File: src/rtl/hksum_pkg.sv
package hksum_pkg;

  localparam int INDEX_W = 6;
  localparam int HIGH_W  = 32;
  localparam int LOW_W   = 24;
  localparam int KSV_W   = 40;
  localparam int KM_W    = 56;

  localparam logic MODE_LOAD    = 1'b0;
  localparam logic MODE_COMPUTE = 1'b1;

endpackage

File: src/rtl/hksum_if.sv
interface hksum_req_if;
  logic                              valid;
  logic                              ready;
  logic                              mode;
  logic [hksum_pkg::INDEX_W-1:0]     key_index;
  logic [hksum_pkg::HIGH_W-1:0]      key_high;
  logic [hksum_pkg::LOW_W-1:0]       key_low;
  logic [hksum_pkg::KSV_W-1:0]       ksv;

  modport source(output valid, output mode, output key_index, output key_high,
                 output key_low, output ksv, input ready);
  modport sink(input valid, input mode, input key_index, input key_high,
               input key_low, input ksv, output ready);
endinterface

interface hksum_rsp_if;
  logic                          valid;
  logic                          ready;
  logic [hksum_pkg::KM_W-1:0]    km;

  modport source(output valid, output km, input ready);
  modport sink(input valid, input km, output ready);
endinterface

File: src/rtl/hksum_ram.sv
module hksum_ram #(
  parameter int WIDTH = 8,
  parameter int DEPTH = 16
) (
  input  logic                                        clk,
  input  logic                                        we,
  input  logic [(DEPTH > 1 ? $clog2(DEPTH) : 1)-1:0]  waddr,
  input  logic [WIDTH-1:0]                            wdata,
  input  logic                                        re,
  input  logic [(DEPTH > 1 ? $clog2(DEPTH) : 1)-1:0]  raddr,
  output logic [WIDTH-1:0]                            rdata
);

  logic [WIDTH-1:0] mem [DEPTH];

  always_ff @(posedge clk) begin
    if (we) begin
      mem[waddr] <= wdata;
    end
    if (re) begin
      rdata <= mem[raddr];
    end
  end

endmodule

File: src/rtl/hdcp_km_key_sum_unit.sv
// Km key-sum unit. A load item (mode 0) writes one device key, split into
// its upper 32 and lower 24 bits, into key slot key_index and
// gives no result; slots at or above NUM_KEYS are ignored. A compute item
// (mode 1) sums, modulo 2^KEY_WIDTH, every stored key whose slot bit is set
// in ksv and gives one km item. The sum walks the key RAM one slot per cycle
// through its single read port into one shared adder. After it takes a
// compute item the block holds ready low through its RUN, DRAIN and FINISH
// states, and takes no new item until the sum has been written to km.
// A finished result sits in an output register, and the block takes new
// items while it waits there; a later compute item that finishes before
// that result is taken holds the block until it is. Keys must be loaded
// before a compute item selects them.
module hdcp_km_key_sum_unit #(
  parameter int NUM_KEYS  = 40,
  parameter int KEY_WIDTH = 56
) (
  input  logic        clk,
  input  logic        rst,
  hksum_req_if.sink   req,
  hksum_rsp_if.source rsp
);

  localparam int AW = (NUM_KEYS > 1) ? $clog2(NUM_KEYS) : 1;

  localparam logic [1:0] ST_IDLE   = 2'd0;
  localparam logic [1:0] ST_RUN    = 2'd1;
  localparam logic [1:0] ST_DRAIN  = 2'd2;
  localparam logic [1:0] ST_FINISH = 2'd3;

  logic [1:0]                   state;
  logic [1:0]                   state_next;
  logic [AW-1:0]                cnt;
  logic [hksum_pkg::KSV_W-1:0]  ksv_sh;
  logic                         pend_vld;
  logic                         pend_sel;
  logic                         pend_last;
  logic [KEY_WIDTH-1:0]         acc;
  logic                         out_vld;
  logic [hksum_pkg::KM_W-1:0]   km;

  logic                         accept;
  logic                         load_we;
  logic [KEY_WIDTH-1:0]         load_key;
  logic [AW-1:0]                load_addr;
  logic                         rd_en;
  logic [KEY_WIDTH-1:0]         rd_data;
  logic                         issue_last;
  logic                         out_free;
  logic [63:0]                  acc_ext;
  logic [hksum_pkg::HIGH_W+hksum_pkg::LOW_W-1:0] key_raw;

  assign accept     = req.valid && req.ready;
  assign key_raw    = {req.key_high, req.key_low};
  assign load_key   = KEY_WIDTH'(64'(key_raw));
  assign load_addr  = AW'(req.key_index);
  assign load_we    = accept && (req.mode == hksum_pkg::MODE_LOAD)
                      && ({1'b0, req.key_index} < 7'(NUM_KEYS));
  assign rd_en      = (state == ST_RUN);
  assign issue_last = (cnt == AW'(NUM_KEYS - 1));
  assign out_free   = !out_vld || rsp.ready;
  assign acc_ext    = 64'(acc);

  assign req.ready = (state == ST_IDLE);
  assign rsp.valid = out_vld;
  assign rsp.km    = km;

  hksum_ram #(
    .WIDTH(KEY_WIDTH),
    .DEPTH(NUM_KEYS)
  ) u_key_ram (
    .clk  (clk),
    .we   (load_we),
    .waddr(load_addr),
    .wdata(load_key),
    .re   (rd_en),
    .raddr(cnt),
    .rdata(rd_data)
  );

  always_comb begin
    state_next = state;
    unique case (state)
      ST_IDLE: begin
        if (accept && (req.mode == hksum_pkg::MODE_COMPUTE)) begin
          state_next = ST_RUN;
        end
      end
      ST_RUN: begin
        if (issue_last) begin
          state_next = ST_DRAIN;
        end
      end
      ST_DRAIN: begin
        if (pend_vld && pend_last) begin
          state_next = ST_FINISH;
        end
      end
      ST_FINISH: begin
        if (out_free) begin
          state_next = ST_IDLE;
        end
      end
      default: state_next = ST_IDLE;
    endcase
  end

  always_ff @(posedge clk) begin
    if (rst) begin
      state     <= ST_IDLE;
      cnt       <= '0;
      pend_vld  <= 1'b0;
      pend_last <= 1'b0;
      out_vld   <= 1'b0;
    end else begin
      state     <= state_next;
      pend_vld  <= rd_en;
      pend_last <= rd_en && issue_last;
      if (rd_en) begin
        cnt <= issue_last ? '0 : cnt + AW'(1);
      end
      if (state == ST_FINISH && out_free) begin
        out_vld <= 1'b1;
      end else if (rsp.ready) begin
        out_vld <= 1'b0;
      end
    end
  end

  always_ff @(posedge clk) begin
    if (state == ST_IDLE) begin
      ksv_sh <= req.ksv;
      acc    <= '0;
    end else begin
      if (rd_en) begin
        ksv_sh <= ksv_sh >> 1;
      end
      if (pend_vld && pend_sel) begin
        acc <= acc + rd_data;
      end
    end
    if (rd_en) begin
      pend_sel <= ksv_sh[0];
    end
    if (state == ST_FINISH && out_free) begin
      km <= acc_ext[hksum_pkg::KM_W-1:0];
    end
  end

`ifndef ASSERT_OFF
  a_out_from_finish: assert property (@(posedge clk) disable iff (rst)
    $rose(out_vld) |-> $past(state) == ST_FINISH)
    else $error("result raised outside the finish step");

  a_idle_clean: assert property (@(posedge clk) disable iff (rst)
    (state == ST_IDLE) |-> (cnt == '0) && !pend_vld)
    else $error("sequencer idle with a read still in flight");

  a_last_has_data: assert property (@(posedge clk) disable iff (rst)
    pend_last |-> pend_vld && (state == ST_DRAIN))
    else $error("last key flag without its read data");

  a_run_from_compute: assert property (@(posedge clk) disable iff (rst)
    (accept && req.mode == hksum_pkg::MODE_COMPUTE) |=> (state == ST_RUN) && (cnt == '0))
    else $error("compute item did not start the key walk");
`endif

endmodule
File: src/flat_wrapper.sv
// flat-port wrapper written by rule: the top's interface ports become plain ports
module hdcp_km_key_sum_unit_flat 
#(
  parameter int NUM_KEYS  = 40,
  parameter int KEY_WIDTH = 56
)
  (clk, rst, req_valid, req_mode, req_key_index, req_key_high, req_key_low, req_ksv, req_ready, rsp_valid, rsp_km, rsp_ready);
  hksum_req_if req_i ();
  hksum_rsp_if rsp_i ();
  input  logic clk;
  input  logic rst;
  input wire logic [$bits(req_i.valid)-1:0] req_valid;
  input wire logic [$bits(req_i.mode)-1:0] req_mode;
  input wire logic [$bits(req_i.key_index)-1:0] req_key_index;
  input wire logic [$bits(req_i.key_high)-1:0] req_key_high;
  input wire logic [$bits(req_i.key_low)-1:0] req_key_low;
  input wire logic [$bits(req_i.ksv)-1:0] req_ksv;
  output wire logic [$bits(req_i.ready)-1:0] req_ready;
  output wire logic [$bits(rsp_i.valid)-1:0] rsp_valid;
  output wire logic [$bits(rsp_i.km)-1:0] rsp_km;
  input wire logic [$bits(rsp_i.ready)-1:0] rsp_ready;
  assign req_i.valid = req_valid;
  assign req_i.mode = req_mode;
  assign req_i.key_index = req_key_index;
  assign req_i.key_high = req_key_high;
  assign req_i.key_low = req_key_low;
  assign req_i.ksv = req_ksv;
  assign req_ready = req_i.ready;
  assign rsp_valid = rsp_i.valid;
  assign rsp_km = rsp_i.km;
  assign rsp_i.ready = rsp_ready;
  hdcp_km_key_sum_unit #(.NUM_KEYS(NUM_KEYS), .KEY_WIDTH(KEY_WIDTH)) u_core (.clk(clk), .rst(rst), .req(req_i), .rsp(rsp_i));
endmodule
File: config.mk
export PLATFORM = sky130hd
export DESIGN_NAME = hdcp_km_key_sum_unit_flat
export DESIGN_NICKNAME = d
export VERILOG_FILES = /design/src/rtl/hksum_pkg.sv /design/src/rtl/hksum_if.sv /design/src/rtl/hksum_ram.sv /design/src/rtl/hdcp_km_key_sum_unit.sv /design/src/flat_wrapper.sv
export SDC_FILE = /design/constraint.sdc
export NUM_CORES = 2
export LEC_CHECK = 0
export BUFFER_PORTS_ARGS = -buffer_cell sky130_fd_sc_hd__buf_2
export CORE_ASPECT_RATIO = 1.2
export CORE_MARGIN = 3
export CORE_UTILIZATION = 51
export CTS_CLUSTER_SIZE = 30
export DETAILED_ROUTE_END_ITERATION = 10
export PLACE_DENSITY = 0.67
export SYNTH_ARGS = -nofsm -noshare
export SYNTH_HDL_FRONTEND = slang
export SYNTH_SLANG_ARGS = --single-unit
File: constraint.sdc
create_clock -name clk -period 12.4 [get_ports clk]
set_input_delay 3.1 -clock clk [delete_from_list [all_inputs] [get_ports clk]]
set_output_delay 3.1 -clock clk [all_outputs]
set_load 0.02 [all_outputs]
Yosys cells after proc, flatten, opt, wreduce, memory -nomap -nowiden
Memory sizes are Yosys's and may differ from the RTL's. A register that Yosys moved wholly into a read port is not among the register bits.
Cells that the tools add are included.
W data, S select, Z words.
- add/subtract/negate cells: 2
- order comparisons: 1
- equality and inequality tests: 8
- muxes and demuxes: 12
- bitwise operators: 1
- reductions and logical operators: 14
- operator list (kind ; count):
    $mux W40 ; 2
    $add A56 B56 Y56 ; 1
    $logic_and A1 B1 Y1 ; 8
    $mux W2 ; 4
    $pmux W2 S4 ; 1
    $add A6 B1 Y6 const B ; 1
    $eq A6 B6 Y1 const B ; 1
    $lt A6 B6 Y1 const B ; 1
    $mux W6 ; 1
    $eq A2 B2 Y1 const B ; 2
    $mux W1 ; 4
    $ne A2 B1 Y1 const B ; 2
    $ne A2 B2 Y1 const B ; 2
    $reduce_and A4 Y1 ; 1
    $reduce_bool A2 Y1 ; 2
    $eq A2 B1 Y1 const B ; 1
    $logic_not A2 Y1 ; 1
    $logic_not A1 Y1 ; 1
    $logic_or A1 B1 Y1 ; 1
    $not A1 Y1 ; 1
- register bits: 164
- bits in writable memories: 2240
- output and inout port bits: 58
- logic and storage cells: 48
- memories: 1
- memory list (memory ; depth ; bits a word ; read ports ; clocked after Yosys merged registers in ; wr ports ; line ; text):
    u_core.u_key_ram.mem ; 40 ; 56 ; 1 ; 1 ; 1 ; hksum_ram.sv:14 ; logic [WIDTH-1:0] mem [DEPTH];

Logic depth before layout (Yosys ltp)
- word-level depth: 6
- gate-level depth with buffers: 12

Cells and area by module
From an unflattened synthesis, not the netlist that was laid out.
- cells, all modules: 4499
- area total of the unflattened synthesis: 96217.3 um^2
- modules (own cells, without submodules) (module ; instances ; cells each ; area each (um^2) ; sequential area each (um^2)):
    hksum_ram ; 1 ; 3591 ; 86927.1 ; 68946.1
    hdcp_km_key_sum_unit ; 1 ; 908 ; 9290.2 ; 4254.1

Worst setup path after synthesis
No wires, ideal clock.
- path kind: in2reg
- start point: in req_key_index[5]
- end point: mem u_core.u_key_ram.mem[24][0] (netlist bit) (enable)
- setup time: 608 ps
- arrival time: 9049 ps
- required time: 11792 ps
- path slack: 2743 ps
- stages on the path: 3
- path buffers: 0
- cells stage by stage: nand3b_1 -> or3_1 -> nor4_1
- longest elaborated chain between the ends: 4
- ends and longest elaborated chain (element ; line ; text):
    start, declared ; flat_wrapper.sv:14 ; input wire logic [$bits(req_i.key_index)-1:0] req_key_index;
    $lt A6 B6 Y1 ; hdcp_km_key_sum_unit.sv:57 ; && ({1'b0, req.key_index} < 7'(NUM_KEYS));
    $logic_and A1 B1 Y1 ; hdcp_km_key_sum_unit.sv:57 ;
    $mux W1 ; hksum_ram.sv:17 ; if (we) begin
    $mux W1 (implied by the code) ; hksum_ram.sv:18 ; mem[waddr] <= wdata;
    end, declared ; hksum_ram.sv:14 ;
Parallel ways exist; a longest one is shown, timed or not.

Final worst setup path
- start point: reg u_core.state[0]
- end point: out req_ready
- longest elaborated chain between the ends: 1
- ends and longest elaborated chain (element ; line ; text):
    start, declared ; hdcp_km_key_sum_unit.sv:30 ; logic [1:0] state;
    start signal, assigned ; hdcp_km_key_sum_unit.sv:115 ; state <= state_next;
    $logic_not A2 Y1 ; hdcp_km_key_sum_unit.sv:63 ; assign req.ready = (state == ST_IDLE);
    end, declared ; flat_wrapper.sv:18 ; output wire logic [$bits(req_i.ready)-1:0] req_ready;
Every way passes these cells.

==> impl_results.md <==
- Synth Instances: ~4300
- Slowest stage delay, CP: 570 ps
- WP buf/inv: 3
- Final estimated routing congestion in global placement: 0.9399
- Largest net degree at the start of global routing: 112
- Synth area leader: edfxtp_1
- CP Max Fanout: 50
- Largest family of logic cells by synthesized area: multiplexers
- Die height: between 400 and 500 um
- PostCTS Resize Cnt: 0
- Met2 WL post-DR: 108.0 mm
- CP delay by family, top: buffers and inverters
- Routed len/inst: 30.41 um
- Post-synth EDFFs: 2393
- Register area share after synthesis: 76.50%
- Clock sinks: 2460
- CP arrival: 2730 ps
- CP Cell Sequence: inv_1 -> ha_4 -> buf_4 -> buf_2
- Most frequently used flop master after synthesis: edfxtp_1
- RSZ-0062 raised after global routing: false
- Cell area after layout: 106800 um2
- IO buf count: 164
- Final period util: 47.05%
- Fin util: between 50 and 60%
- Post-CTS setup buffer count: 0
- Clock Skew: 41.91 ps
- Post-DRT Antenna Nets: 0
- Final setup TNS: 0 ps
- Synth cell types: 67
- Data required, critical path: 9300 ps
- Status: finished, final reports clean
- Avg Synthesized Cell Area: between 20 and 25 um2
- Ys Warns: 0
- IO Pins: 165
- GRT overflow: 0
- Non-filler instance count after layout: 7228
- Initial antenna violation count: 15
- Static Leak: 32.59 nW
- TritonCTS Buffers: ~220
- Mux cell area share after synthesis: 16.90%
- Via density: 6.266
- CTS tree: yes
- Placed Area: 99710 um2
- Worst-case headroom to the max-slew limit: approximately a quarter
- Share of the synthesized area in the top cell type: approximately three quarters
- Vias in the first global route: 46530
- Root Buffer: clkbuf_16
- HP Class: reg -> reg
- Die area: 192900 um2
- Slowest-stage cell, CP: ha_4
- Final Max Slew Viols: 0
- Wl on met1: 89.60 mm
- H-tree depth: 4
- Top post-synthesis cells by area: edfxtp_1 75%, mux4_2 16%, dfxtp_1 1.4%
- Place WS: 5661 ps
- Die X-Extent: 401.4 um
- Compound-cell area share of the yosys netlist: 2.397%
- HPWL after detailed placement: roughly 120 mm
- Share of layout cells above drive strength 1: ~28%
- CP Launch Type: register
- Max layer used: met5
- Vias: 45290
- Met3 routed WL: approximately 17 mm
- Global Route Usage Sum: 23.02%
- Drt pass-1 iters: 5
- Slew @ Worst Pin: 1134 ps
- Overall power: ~19 mW
- Drt total wl: 219.8 mm
- Post-CTS Hold Buffers: 0
- Syn_nets: about 4500
- Area growth from synthesis to layout: 11.56%
- Clk buf depth: 3
- Post-Place Cells: 6803
- Setup CP Type: reg -> out
- Endpoint class of the critical path: primary output
- Synth Area in Adders: 0.8054%
- Final setup vio count: 0
- Final Hold Viols: 0
- PD cells: 178.6 nW/um2
- Post-Synth Simple-Gate Area: 1.953%
- Tmin final: 5834 ps
- Fmax: 171.4 MHz
- First-pass GRT wire length: 322.7 mm
- Synth Cell Area: 95690 um2
- PnR worst setup slack: 6566 ps
- Worst-Skew Late Latency: roughly 860 ps
- Synth Area in XOR/XNOR: 0.4302%
- VDD IR max: 0.0001337 V
- Initial Util: 51.46%
- Seq cells post-synth: 2460
- Layout Nets: 4744
- Fin Hold WS: around 450 ps
- Rows: 173
- Core area: 185900 um2
- Post-synth ARST share: 0%
- Iter 0 DRT Violations: between 5000 and 6000
- # DRC: 0
- Clock transition at path regs: 60 ps
- Max-Cap Viols: 0
-- per-layer routing --
metal / vias to the layer above / global-route usage (%)
met5: - / 0
met4: 4 / 6.273
met2: 1931 / 37.26
li1: 18770 / -
met3: 297 / 4.079
met1: 24290 / 32.80
-- cell type report --
type | count | area [um2]
Fill cell | 13200 | 79180
Sequential cell | 2460 | 73220
Multi-Input combinational cell | 1633 | 21850
Clock buffer | 276 | 5787
Tap cell | 2450 | 3065
Timing Repair Buffer | 244 | 1509
Clock inverter | 139 | 1237
Inverter | 16 | 60.06
Antenna cell | 10 | 25.02
-- logic make-up (layout without fill, tap and decap cells) --
| group | Yosys count | count (layout) |
|---|---|---|
| buf+inv | 245 | 675 |
| other cells | 0 | 10 |
| xor+xnor | 47 | 47 |
| mux | 771 | 771 |
| fa+ha+maj | 61 | 61 |
| compound gates | 362 | 362 |
| simple gates | 392 | 392 |
| flops | 2460 | 2460 |
-- sequential cells by signal, summed over array words and instances (netlist names) --
name and cells:
u_core.cnt 6, u_core.u_key_ram.rdata 56, u_core.pend_sel 1, u_core.ksv_sh 40, u_core.state 2, u_core.rsp.km 56
u_core.pend_last 1, u_core.pend_vld 1, u_core.acc 56, u_core.u_key_ram.mem 2240, u_core.rsp.valid 1
-- worst reg2reg max path, cell delays in order (launching register included) --
cell	delay, ps
dfxtp_1	350
inv_1	150
ha_4	570
buf_4	540
nand2_1	250
nor2_1	180
and2_1	250
nor2b_1	250
nand3_1	430
nor2_4	870
buf_4	780
-- cells in the final DEF (no fill, tap or decap), types with 61 or more instances in the layout --
cell type,Yosys,final
nand2_1,135,135
mux4_2,672,672
edfxtp_1,2393,2393
buf_2,40,164
clkbuf_16,0,221
nor2b_1,66,65
buf_4,0,73
a211oi_1,62,62
dfxtp_1,67,61
a21oi_1,154,154
-- cells in the mapped netlist (10+ instances only) --
master	n
edfxtp_1	2393
and2_1	10
a21oi_1	154
mux2i_1	59
a21o_1	29
nand4_1	19
xor2_1	17
clkbuf_1	152
buf_1	37
a211oi_1	62
mux4_2	672
ha_1	60
xnor2_1	30
inv_1	16
mux2_2	40
o21ai_0	56
dfxtp_1	67
nand3_1	29
nor2b_1	66
nor2_1	86
buf_2	40
nor3_1	13
nand2_1	135
-- path summary, 6_finish.rpt --
check	start	to	slack, ps	depth (start not counted)
max	u_core.state[0]$_SDFFE_PP0P_	req_ready	6570	4
min	u_core.ksv_sh[0]$_DFFE_PP_	u_core.pend_sel$_DFFE_PP_	450	0
max reg2reg	u_core.state[0]$_SDFFE_PP0P_	u_core.u_key_ram.mem[14][34]$_DFFE_PP_	7320	10
min reg2reg	u_core.ksv_sh[0]$_DFFE_PP_	u_core.pend_sel$_DFFE_PP_	450	0
-- power by group --
part | leakage, nW | total, mW | internal (mW) | switching [mW]
clock network | 3.45 | 6.64 | 3.66 | 2.99
logic | 7.03 | 2.94 | 1.35 | 1.58
registers | 22.1 | 9.48 | 9.38 | 0.106
Note: power is estimated with default switching activity, not from simulation.
